`config.mk`:
```
export PLATFORM = sky130hd
export DESIGN_NAME = bitrate_trend_monitor
export DESIGN_NICKNAME = d
export VERILOG_FILES = /design/src/rtl/btm_pkg.sv /design/src/rtl/btm_div.sv /design/src/rtl/btm_win.sv /design/src/rtl/bitrate_trend_monitor.sv
export SDC_FILE = /design/constraint.sdc
export NUM_CORES = 2
export LEC_CHECK = 0
export ABC_AREA = 1
export BUFFER_PORTS_ARGS = -buffer_cell sky130_fd_sc_hd__buf_2
export CORE_UTILIZATION = 60
export CTS_CLUSTER_SIZE = 12
export DETAILED_ROUTE_END_ITERATION = 8
export PLACE_DENSITY_LB_ADDON = 0.15
export SKIP_LAST_GASP = 1
export SLEW_MARGIN = 20
export SYNTH_ARGS = -nofsm -noshare
export SYNTH_HDL_FRONTEND = slang
export SYNTH_SLANG_ARGS = --single-unit
```
`constraint.sdc`:
```
create_clock -name clk -period 13.2 [get_ports clk]
set_input_delay 1.98 -clock clk [delete_from_list [all_inputs] [get_ports clk]]
set_output_delay 1.98 -clock clk [all_outputs]
set_load 0.05 [all_outputs]
```
`src/rtl/btm_pkg.sv`:
```
package btm_pkg;

  localparam int WINDOW = 3;

  localparam int RATE_W = 48;
  localparam int SENT_W = 32;
  localparam int NUM_W  = 55;
  localparam int DEN_W  = 32;
  localparam int IDX_W  = $clog2(WINDOW);
  localparam int FILL_W = $clog2(WINDOW + 1);
  localparam int TR_W   = $clog2(WINDOW) + 1;
  localparam int TOT_W  = RATE_W + $clog2(WINDOW);
  localparam int CNT_W  = $clog2(NUM_W + 1);

  typedef logic [RATE_W-1:0] rate_t;
  typedef logic [NUM_W-1:0]  num_t;
  typedef logic [DEN_W-1:0]  den_t;
  typedef logic [IDX_W-1:0]  idx_t;
  typedef logic [FILL_W-1:0] fill_t;
  typedef logic [TR_W-1:0]   trend_t;
  typedef logic [TOT_W-1:0]  tot_t;
  typedef logic [CNT_W-1:0]  cnt_t;

  localparam logic [19:0] USEC_PER_SEC = 20'd1_000_000;
  localparam rate_t RATE_MAX = '1;

  localparam logic [2:0] CMD_SENT  = 3'd0;
  localparam logic [2:0] CMD_BUF   = 3'd1;
  localparam logic [2:0] CMD_LOST  = 3'd2;
  localparam logic [2:0] CMD_TICK  = 3'd3;
  localparam logic [2:0] CMD_CLEAR = 3'd4;

  localparam logic [1:0] DIR_UP   = 2'b01;
  localparam logic [1:0] DIR_DOWN = 2'b11;
  localparam logic [1:0] DIR_FLAT = 2'b00;

  typedef struct packed {
    logic push;
    logic scan;
  } win_ctrl_t;

endpackage

```
`src/rtl/btm_div.sv`:
```
module btm_div (
  input  logic          clk,
  input  logic          rst,
  input  logic          start,
  input  btm_pkg::num_t num,
  input  btm_pkg::den_t den,
  output logic          busy,
  output btm_pkg::num_t quo
);

  logic                          run;
  btm_pkg::cnt_t                 cnt;
  btm_pkg::num_t                 acc;
  btm_pkg::den_t                 rem;
  btm_pkg::den_t                 dv;
  logic [btm_pkg::DEN_W:0]       trial;
  logic [btm_pkg::DEN_W:0]       diff;
  logic                          ge;

  // restoring division, one quotient bit per cycle
  assign trial = {rem, acc[btm_pkg::NUM_W-1]};
  assign diff  = trial - {1'b0, dv};
  assign ge    = trial >= {1'b0, dv};

  always_ff @(posedge clk) begin
    if (rst) begin
      run <= 1'b0;
      cnt <= '0;
    end else if (start) begin
      run <= 1'b1;
      cnt <= btm_pkg::cnt_t'(btm_pkg::NUM_W);
      acc <= num;
      rem <= '0;
      dv  <= den;
    end else if (run) begin
      rem <= ge ? diff[btm_pkg::DEN_W-1:0] : trial[btm_pkg::DEN_W-1:0];
      acc <= {acc[btm_pkg::NUM_W-2:0], ge};
      cnt <= cnt - btm_pkg::cnt_t'(1);
      if (cnt == btm_pkg::cnt_t'(1)) begin
        run <= 1'b0;
      end
    end
  end

  assign busy = run;
  assign quo  = acc;

endmodule

```
`src/rtl/btm_win.sv`:
```
module btm_win (
  input  logic               clk,
  input  logic               rst,
  input  btm_pkg::win_ctrl_t ctrl,
  input  btm_pkg::rate_t     rate,
  output logic               busy,
  output btm_pkg::tot_t      total,
  output logic [1:0]         dir,
  output btm_pkg::fill_t     fill
);

  btm_pkg::rate_t  win [btm_pkg::WINDOW];
  btm_pkg::rate_t  prev;
  btm_pkg::rate_t  cur;
  btm_pkg::idx_t   idx;
  btm_pkg::trend_t trend;
  logic            run;
  logic            last;

  assign cur  = win[idx];
  assign last = (btm_pkg::fill_t'(idx) + btm_pkg::fill_t'(1)) == fill;

  always_ff @(posedge clk) begin
    if (ctrl.push) begin
      for (int i = btm_pkg::WINDOW - 1; i > 0; i--) begin
        win[i] <= win[i-1];
      end
      win[0] <= rate;
    end
  end

  // one entry per cycle, newest to oldest
  always_ff @(posedge clk) begin
    if (rst) begin
      fill <= '0;
      run  <= 1'b0;
    end else begin
      if (ctrl.push && fill != btm_pkg::fill_t'(btm_pkg::WINDOW)) begin
        fill <= fill + btm_pkg::fill_t'(1);
      end
      if (ctrl.scan) begin
        run   <= 1'b1;
        idx   <= '0;
        prev  <= win[0];
        total <= '0;
        trend <= '0;
      end else if (run) begin
        total <= total + btm_pkg::tot_t'(cur);
        if (cur > prev) begin
          trend <= trend - btm_pkg::trend_t'(1);
        end else if (cur < prev) begin
          trend <= trend + btm_pkg::trend_t'(1);
        end
        prev <= cur;
        if (last) begin
          run <= 1'b0;
        end else begin
          idx <= idx + btm_pkg::idx_t'(1);
        end
      end
    end
  end

  always_comb begin
    if (trend[btm_pkg::TR_W-1]) begin
      dir = btm_pkg::DIR_DOWN;
    end else if (trend != '0) begin
      dir = btm_pkg::DIR_UP;
    end else begin
      dir = btm_pkg::DIR_FLAT;
    end
  end

  assign busy = run;

endmodule

```
`src/rtl/bitrate_trend_monitor.sv`:
```
// Bit-rate trend monitor.
// Input channel (in_valid/in_stall) carries one word per command: cmd and value.
// Sent-byte, buffer-size, lost-byte and clear words are taken whenever the block
// is idle and give no result. A tick word carries elapsed microseconds and gives
// one result word on the output channel (out_valid/out_stall): trend direction,
// window average, interval rate, latest buffer size and lost-byte total.
// A tick runs a multiply step, then a bit-serial divider for the rate, a push
// of that rate into the window, a walk over the window, newest to oldest, and
// the divider again for the average. The next word is taken no earlier than
// the cycle in which the result is valid.
// in_stall is high while a tick is in work; sample words wait for it.
// A finished result sits in the output register; the block takes new words
// while it waits there. A second tick result waits in the last step until the
// receiver takes the first.
// Reset clears the sums, the window fill count and the output valid; the
// block takes a word in the first cycle after reset.
module bitrate_trend_monitor (
  input  logic               clk,
  input  logic               rst,
  input  logic               in_valid,
  output logic               in_stall,
  input  logic [2:0]         cmd,
  input  logic [31:0]        value,
  output logic               out_valid,
  input  logic               out_stall,
  output logic signed [1:0]  direction,
  output logic [47:0]        average_rate,
  output logic [47:0]        current_rate,
  output logic [31:0]        buffer_size,
  output logic [47:0]        lost_total
);

  typedef enum logic [9:0] {
    S_IDLE  = 10'b0000000001,
    S_MUL   = 10'b0000000010,
    S_RLOAD = 10'b0000000100,
    S_RDIV  = 10'b0000001000,
    S_PUSH  = 10'b0000010000,
    S_SLOAD = 10'b0000100000,
    S_SCAN  = 10'b0001000000,
    S_ALOAD = 10'b0010000000,
    S_ADIV  = 10'b0100000000,
    S_DONE  = 10'b1000000000
  } state_t;

  state_t             state;
  state_t             state_next;
  logic               in_acc;
  logic               out_load;
  logic [31:0]        sent_sum;
  logic [31:0]        latest_buffer;
  logic [47:0]        lost_sum;
  btm_pkg::den_t      elapsed;
  btm_pkg::num_t      prod;
  btm_pkg::rate_t     rate;
  logic [32:0]        sent_add;
  logic [48:0]        lost_add;

  logic               div_start;
  btm_pkg::num_t      div_num;
  btm_pkg::den_t      div_den;
  logic               div_busy;
  btm_pkg::num_t      div_quo;

  btm_pkg::win_ctrl_t win_ctrl;
  logic               win_busy;
  btm_pkg::tot_t      win_total;
  logic [1:0]         win_dir;
  btm_pkg::fill_t     win_fill;

  assign in_stall = state != S_IDLE;
  assign in_acc   = in_valid && !in_stall;
  assign out_load = (state == S_DONE) && (!out_valid || !out_stall);

  assign sent_add = {1'b0, sent_sum} + {1'b0, value};
  assign lost_add = {1'b0, lost_sum} + 49'(value);

  assign div_start = (state == S_RLOAD) || (state == S_ALOAD);
  assign div_num   = (state == S_ALOAD) ? btm_pkg::num_t'(win_total) : prod;
  assign div_den   = (state == S_ALOAD) ? btm_pkg::den_t'(win_fill) : elapsed;

  assign win_ctrl = '{push: (state == S_PUSH), scan: (state == S_SLOAD)};

  btm_div u_div (
    .clk   (clk),
    .rst   (rst),
    .start (div_start),
    .num   (div_num),
    .den   (div_den),
    .busy  (div_busy),
    .quo   (div_quo)
  );

  btm_win u_win (
    .clk   (clk),
    .rst   (rst),
    .ctrl  (win_ctrl),
    .rate  (rate),
    .busy  (win_busy),
    .total (win_total),
    .dir   (win_dir),
    .fill  (win_fill)
  );

  always_comb begin
    state_next = state;
    case (state)
      S_IDLE:  if (in_acc && cmd == btm_pkg::CMD_TICK) state_next = S_MUL;
      S_MUL:   state_next = S_RLOAD;
      S_RLOAD: state_next = S_RDIV;
      S_RDIV:  if (!div_busy) state_next = S_PUSH;
      S_PUSH:  state_next = S_SLOAD;
      S_SLOAD: state_next = S_SCAN;
      S_SCAN:  if (!win_busy) state_next = S_ALOAD;
      S_ALOAD: state_next = S_ADIV;
      S_ADIV:  if (!div_busy) state_next = S_DONE;
      S_DONE:  if (out_load) state_next = S_IDLE;
      default: state_next = S_IDLE;
    endcase
  end

  always_ff @(posedge clk) begin
    if (rst) begin
      state         <= S_IDLE;
      sent_sum      <= '0;
      latest_buffer <= '0;
      lost_sum      <= '0;
      out_valid     <= 1'b0;
    end else begin
      state <= state_next;
      if (in_acc) begin
        case (cmd)
          btm_pkg::CMD_SENT:  sent_sum <= sent_add[32] ? '1 : sent_add[31:0];
          btm_pkg::CMD_BUF:   latest_buffer <= value;
          btm_pkg::CMD_LOST:  lost_sum <= lost_add[48] ? '1 : lost_add[47:0];
          btm_pkg::CMD_TICK:  elapsed <= value;
          btm_pkg::CMD_CLEAR: begin
            lost_sum      <= '0;
            latest_buffer <= '0;
          end
          default: ;
        endcase
      end
      if (state == S_MUL) begin
        prod <= btm_pkg::num_t'({sent_sum, 3'b000}) * btm_pkg::num_t'(btm_pkg::USEC_PER_SEC);
      end
      // zero elapsed gives an all-ones quotient, caught by the saturation
      if (state == S_RDIV && !div_busy) begin
        rate <= (|div_quo[btm_pkg::NUM_W-1:btm_pkg::RATE_W]) ? btm_pkg::RATE_MAX
                                                            : div_quo[btm_pkg::RATE_W-1:0];
      end
      if (out_load) begin
        out_valid     <= 1'b1;
        direction     <= win_dir;
        average_rate  <= div_quo[btm_pkg::RATE_W-1:0];
        current_rate  <= rate;
        buffer_size   <= latest_buffer;
        lost_total    <= lost_sum;
        sent_sum      <= '0;
        latest_buffer <= '0;
      end else if (out_valid && !out_stall) begin
        out_valid <= 1'b0;
      end
    end
  end

  a_idle_div_free: assert property (@(posedge clk) disable iff (rst)
    (state == S_IDLE) |-> !div_busy)
    else $error("divider busy while idle");

  a_result_from_done: assert property (@(posedge clk) disable iff (rst)
    $rose(out_valid) |-> $past(state == S_DONE))
    else $error("result word without a finished tick");

  a_fill_bound: assert property (@(posedge clk) disable iff (rst)
    int'(win_fill) <= btm_pkg::WINDOW)
    else $error("window fill out of range");

  a_push_fills: assert property (@(posedge clk) disable iff (rst)
    (state == S_PUSH) |=> (win_fill != '0) && !win_busy)
    else $error("window empty after push");

endmodule
```
=== Word-level counts from Yosys, hierarchy flattened ===
Memories as Yosys holds them, arrays and structs flattened. A register that Yosys moved wholly into a read port is not among the register bits.
Cells that the tools add are included.

* $add $sub $neg: 9
* Multipliers: 1
* Divide/modulo/power cells: 0
* Magnitude comparators: 3
* Equal/unequal tests: 24
* Shifts and indexed selects: 0
* Mux-type cells: 39
* Bitwise gates (word level): 1
* Reductions and logical operators: 36

{| class="wikitable"
|+ Operator list
! operator !! count
|-
| $mux 55 || 3
|-
| $mux 48 || 3
|-
| $pmux 10 s10 || 1
|-
| $mux 32 || 3
|-
| $pmux 48 s2 || 1
|-
| $pmux 32 s2 || 1
|-
| $add 50x48->50 || 1
|-
| $mux 10 || 5
|-
| $mux 50 || 1
|-
| $add 48x32->49 || 1
|-
| $gt 48x48->1 || 1
|-
| $lt 48x48->1 || 1
|-
| $mul 32x14->46 const B || 1
|-
| $add 32x32->33 || 1
|-
| $ge 33x32->1 || 1
|-
| $sub 32x32->32 || 1
|-
| $reduce_and 2->1 || 9
|-
| $mux 6 || 2
|-
| $ne 2x2->1 const B || 6
|-
| $mux 1 || 11
|-
| $eq 10x1->1 const B || 1
|-
| $eq 10x10->1 const B || 1
|-
| $eq 10x2->1 const B || 1
|-
| $eq 10x3->1 const B || 1
|-
| 30 further kinds || 55
|}

* Flip-flop bits (word level): 659
* Bits in latches: 0
* Bits in writable memories: 144
* Bits in read-only memories: 0
* Input bits: 39
* Output and inout bits: 180
* Word-level logic and storage cells: 140
* Memories: 1

{| class="wikitable"
|+ Memories
! memory !! words !! bits a word !! read ports !! clocked after Yosys merged registers in !! wr ports !! line !! text
|-
| u_win.win || 3 || 48 || 3 || 1 || 3 || btm_win.sv:12 || <nowiki>btm_pkg::rate_t win [btm_pkg::WINDOW];</nowiki>
|}

=== Logic depth before layout (Yosys ltp) ===
* Word-level depth: 6
* Mapped depth: 23
* Depth with buffers taken out: 23

=== Hierarchy ===
From an unflattened synthesis, not the netlist that was laid out.

* Cells, all modules: 6041
* Area total of the unflattened synthesis: 50601.0 um^2

{| class="wikitable"
|+ By module, submodules not included
! module !! instances !! cells an instance !! area an instance (um^2) !! seq. area each (um^2)
|-
| bitrate_trend_monitor || 1 || 3298 || 28137.0 || 11591.1
|-
| btm_win || 1 || 1683 || 14450.1 || 7517.2
|-
| btm_div || 1 || 1060 || 8013.9 || 3713.6
|}

=== Worst setup path before layout ===
Ideal clock, no wire load.

* Path type: in2reg
* From: input port rst
* To: register average_rate[0], enable pin
* Setup time: 0.719 ns
* Arrival: 9.733 ns
* Data required time: 12.481 ns
* Slack: 2.748 ns
* Cell stages on the path: 3
* Buffers on the path: 2
* Path through: clkbuf_1 -> clkbuf_1 -> nor2_1

* Word-level cells in the longest chain between the ends: 2

{| class="wikitable"
|+ Ends and longest elaborated chain
! element !! line !! text
|-
| start: declaration || bitrate_trend_monitor.sv:19 || <nowiki>input logic rst,</nowiki>
|-
| $not 1->1 (no source line) || -- ||
|-
| $reduce_and 2->1 (no source line) || -- ||
|-
| end signal: assignment || bitrate_trend_monitor.sv:155 || <nowiki>average_rate <= div_quo[btm_pkg::RATE_W-1:0];</nowiki>
|-
| end: declaration || bitrate_trend_monitor.sv:27 || <nowiki>output logic [47:0] average_rate,</nowiki>
|}

No other way between the ends.
A chain may end at the register's enable or synchronous reset.

=== Final worst setup path ===
* From: register sent_sum[4]
* To: register prod[46] (data pin)

* Word-level cells in the longest chain between the ends: 1

{| class="wikitable"
|+ Ends and longest elaborated chain
! element !! line !! text
|-
| start: declaration || bitrate_trend_monitor.sv:50 || <nowiki>logic [31:0] sent_sum;</nowiki>
|-
| start signal: assignment || bitrate_trend_monitor.sv:133 || <nowiki>btm_pkg::CMD_SENT: sent_sum <= sent_add[32] ? '1 : sent_add[31:0];</nowiki>
|-
| $mul 32x14->46 || bitrate_trend_monitor.sv:145 || <nowiki>prod <= btm_pkg::num_t'({sent_sum, 3'b000}) * btm_pkg::num_t'(btm_pkg::USEC_PER_SEC);</nowiki>
|-
| end signal: assignment || bitrate_trend_monitor.sv:145 ||
|-
| end: declaration || bitrate_trend_monitor.sv:54 || <nowiki>btm_pkg::num_t prod;</nowiki>
|}

No other way between the ends.

==> impl_metrics.env <==
export IMPL_rsz0062_at_grt="no"
export IMPL_outcome="finished clean"
export IMPL_worst_setup_path_end_kind="flop"
export IMPL_cts_sinks=805
export IMPL_combPwrFrac=0.151
export IMPL_fillers=6374
export IMPL_ant_nets=0
export IMPL_die_x_um=286
export IMPL_cts_tree="built"
export IMPL_cts_buffer_depth=3
export IMPL_postLayoutCoreUtil=0.671
export IMPL_synth_seq_cells=805
export IMPL_worstSetupPathType="flop to flop"
export IMPL_viasPerCell=5.72
export IMPL_ff2ff_path_depth=19
export IMPL_p_seq_frac=0.470
export IMPL_post_route_min_period_ns=5.75
export IMPL_power_switching_mw=1.69
export IMPL_row_count=103
export IMPL_fp_coreArea_um2=79500
export IMPL_port_buffers=218
export IMPL_finalHoldViolCount=0
export IMPL_max_slew_worst_pin_slew_ns=1.07
export IMPL_drc=0
export IMPL_htreeDepth=3
export IMPL_die_area_um2=82000
export IMPL_tns_ns=0
export IMPL_drive_gt1_frac=0.0682
export IMPL_synth_edf_count=670
export IMPL_p_leak_nw=23.7
export IMPL_clock_skew_ns=0.0341
export IMPL_power_density_nw_per_um2=114
export IMPL_layout_nets=6262
export IMPL_post_dp_hpwl_um=107000
export IMPL_synth_nets=6039
export IMPL_switching_share=0.278
export IMPL_drt_iter0_markers=3364
export IMPL_place_inst=6699
export IMPL_clkTransAtPathRegs_ns=0.06
export IMPL_place_congestion=0.986
export IMPL_syn_inst=5512
export IMPL_grt_usage=0.346
export IMPL_period_share=0.436
export IMPL_root_buffer="clkbuf_16"
export IMPL_hold_buffers=0
export IMPL_synthDistinctLibCells=51
export IMPL_setup_viol=0
export IMPL_io_pins=219
export IMPL_ctsResizeCount=0
export IMPL_crit_path_start_kind="flop"
export IMPL_grt_max_degree=95
export IMPL_crit_arrival_ns=6.17
export IMPL_fin_cells=6843
export IMPL_synth_ff_type="edfxtp_1"
export IMPL_drv_slew=0
export IMPL_maxCapViolations=0
export IMPL_vias=39140
export IMPL_grt_first_pass_wirelength_um=218000
export IMPL_hold_depth=0
export IMPL_syn_area_um2=48500
export IMPL_first_pass_iters=6
export IMPL_post_synth_cell_area_avg_um2=8.80
export IMPL_p_int_mw=4.38
export IMPL_antenna_found_initial=4
export IMPL_routed_wl_um=141000
export IMPL_first_global_vias=39347
export IMPL_clk_latency_ns=0.66
export IMPL_cts_buffers_inserted=84
export IMPL_slew_headroom=0.287
export IMPL_p_total_mw=6.06
export IMPL_clock_power_share=0.380
export IMPL_cts_setup_buffers=0
export IMPL_hp_class="flop to flop"
export IMPL_required_ns=13.61
export IMPL_overflow=0
export IMPL_syn2layout_area_growth_pct=10.1
export IMPL_ys_seq_area_frac=0.471
export IMPL_crit_fanout=6
export IMPL_die_h_um=286
export IMPL_yosysWarningCount=0
export IMPL_wl_per_cell_um=20.6
export IMPL_async_flop_share=0
export IMPL_ir_drop_mv=0.133
export IMPL_fmax_ghz=0.174
export IMPL_start_util=0.610
==> sequential cells by signal, summed over array words and instances, names as in the netlist, 46 cells and up, named ones only <==
register,cells
rate,48
lost_sum,48
lost_total,48
u_win.prev,48
u_div.quo,55
u_win.total,50
prod,46
average_rate,48
current_rate,48
u_win.win,144
==> cells by family (layout without fill, tap and decap cells) <==
group           Yosys count  count (layout)  share of synthesized area
compound gates          963             963                      0.106
fa+ha+maj               488             488                      0.148
xor+xnor                101             101                     0.0182
simple gates           2210            2210                      0.183
buf+inv                 945            1225                     0.0740
other cells               0               1                          0
flops                   805             805                      0.471
==> cells in the mapped netlist (7+ instances only) <==
cell,count,share of area
ha_1,348,0.090
clkbuf_1,78,0.0060
inv_1,820,0.063
buf_2,20,0.0021
a21oi_1,535,0.055
fa_1,140,0.058
nor2_1,630,0.049
o21ai_0,265,0.027
nor4_1,20,0.0026
or2_2,7,0.00090
buf_1,12,0.00093
edfxtp_1,670,0.41
xor2_1,75,0.014
dfxtp_1,135,0.056
o21bai_1,24,0.0037
xnor2_1,26,0.0047
o211ai_1,10,0.0015
a31oi_1,24,0.0031
a21o_1,21,0.0033
nand2_1,1240,0.096
nand3_1,219,0.023
o22ai_1,42,0.0054
o21a_1,20,0.0031
nand4_1,39,0.0050
inv_2,8,0.00062
nor3_1,33,0.0034
a21boi_0,7,0.0011
==> metal layers <==
layer / global-route usage / up-vias / part of all wire
li1: - / 18706 / -
met1: 0.424 / 18565 / 0.39
met2: 0.608 / 1545 / 0.50
met3: 0.0444 / 320 / 0.065
met4: 0.158 / 4 / 0.049
met5: 0 / - / 0.00018
==> cell usage in the layout (no fill, tap or decap), types with 8 or more instances in the layout <==
master,synthesis,final
buf_4,1,32
a31oi_1,24,24
fa_1,140,140
nor2_1,630,627
nand4_1,39,39
nor3_1,33,32
o21a_1,20,20
o21ai_0,265,265
inv_2,8,9
nor4_1,20,18
edfxtp_1,670,670
clkinv_1,2,8
o211ai_1,10,10
ha_1,348,348
buf_2,20,218
clkbuf_16,0,84
nand3_1,219,219
nand2_1,1240,1237
inv_1,820,819
o22ai_1,42,42
o21bai_1,24,24
dfxtp_1,135,135
a21oi_1,535,533
a21o_1,21,21
xor2_1,75,75
xnor2_1,26,26
clkbuf_1,78,31
==> cell type report <==
type                            instances  area [µm²]  share of cell area
Sequential cell                       805       22800               0.428
Multi-Input combinational cell       3762       22200               0.415
Inverter                              830        3120              0.0585
Clock buffer                          116        2230              0.0418
Timing Repair Buffer                  252        1370              0.0257
Tap cell                             1050        1310              0.0246
Clock inverter                         27         370             0.00694
Antenna cell                            1        2.50           0.0000469
==> critical path, cell delays in order (launching register included) <==
cell and delay (ns):
dfxtp_1 0.52, inv_1 0.21, fa_1 0.54, inv_1 0.06, fa_1 0.50, fa_1 0.59
fa_1 0.44, ha_1 0.29, inv_1 0.05, fa_1 0.49, inv_1 0.04, ha_1 0.35
nand2_1 0.12, inv_1 0.04, a21oi_1 0.27, nor2_1 0.07, o21ai_0 0.40, nand4_1 0.22
a21oi_1 0.21, xnor2_1 0.08
==> per-stage QoR <==
stage	instance area (µm²)	setup WS [ns]	hold WS [ns]
2_1_floorplan	48500	2.75	0.409
3_5_place_dp	50800	7.47	0.416
6_report	53400	7.45	0.427
4_1_cts	53400	7.48	0.426
5_1_grt	53400	7.19	0.437
3_3_place_gp	50700	7.57	0.413
==> power groups by stage <==
stage	Combinational (mW)	Clock, mW	Sequential, mW
detailed placement	0.912	0	2.90
CTS	0.918	2.32	2.85
global route	1.04	2.40	2.85
floorplan	0.621	0	2.92
finish	0.913	2.30	2.85
global placement	0.894	0	2.90
==> final timing paths <==
check | start | to | slack, ns
max | sent_sum[4]$_SDFFE_PP0P_ | prod[46]$_DFFE_PP_ | 7.45
min | latest_buffer[16]$_SDFFE_PP0P_ | buffer_size[16]$_DFFE_PP_ | 0.43
max reg2reg | sent_sum[4]$_SDFFE_PP0P_ | prod[46]$_DFFE_PP_ | 7.45
min reg2reg | latest_buffer[16]$_SDFFE_PP0P_ | buffer_size[16]$_DFFE_PP_ | 0.43
Power figures use the tool's default switching activity.
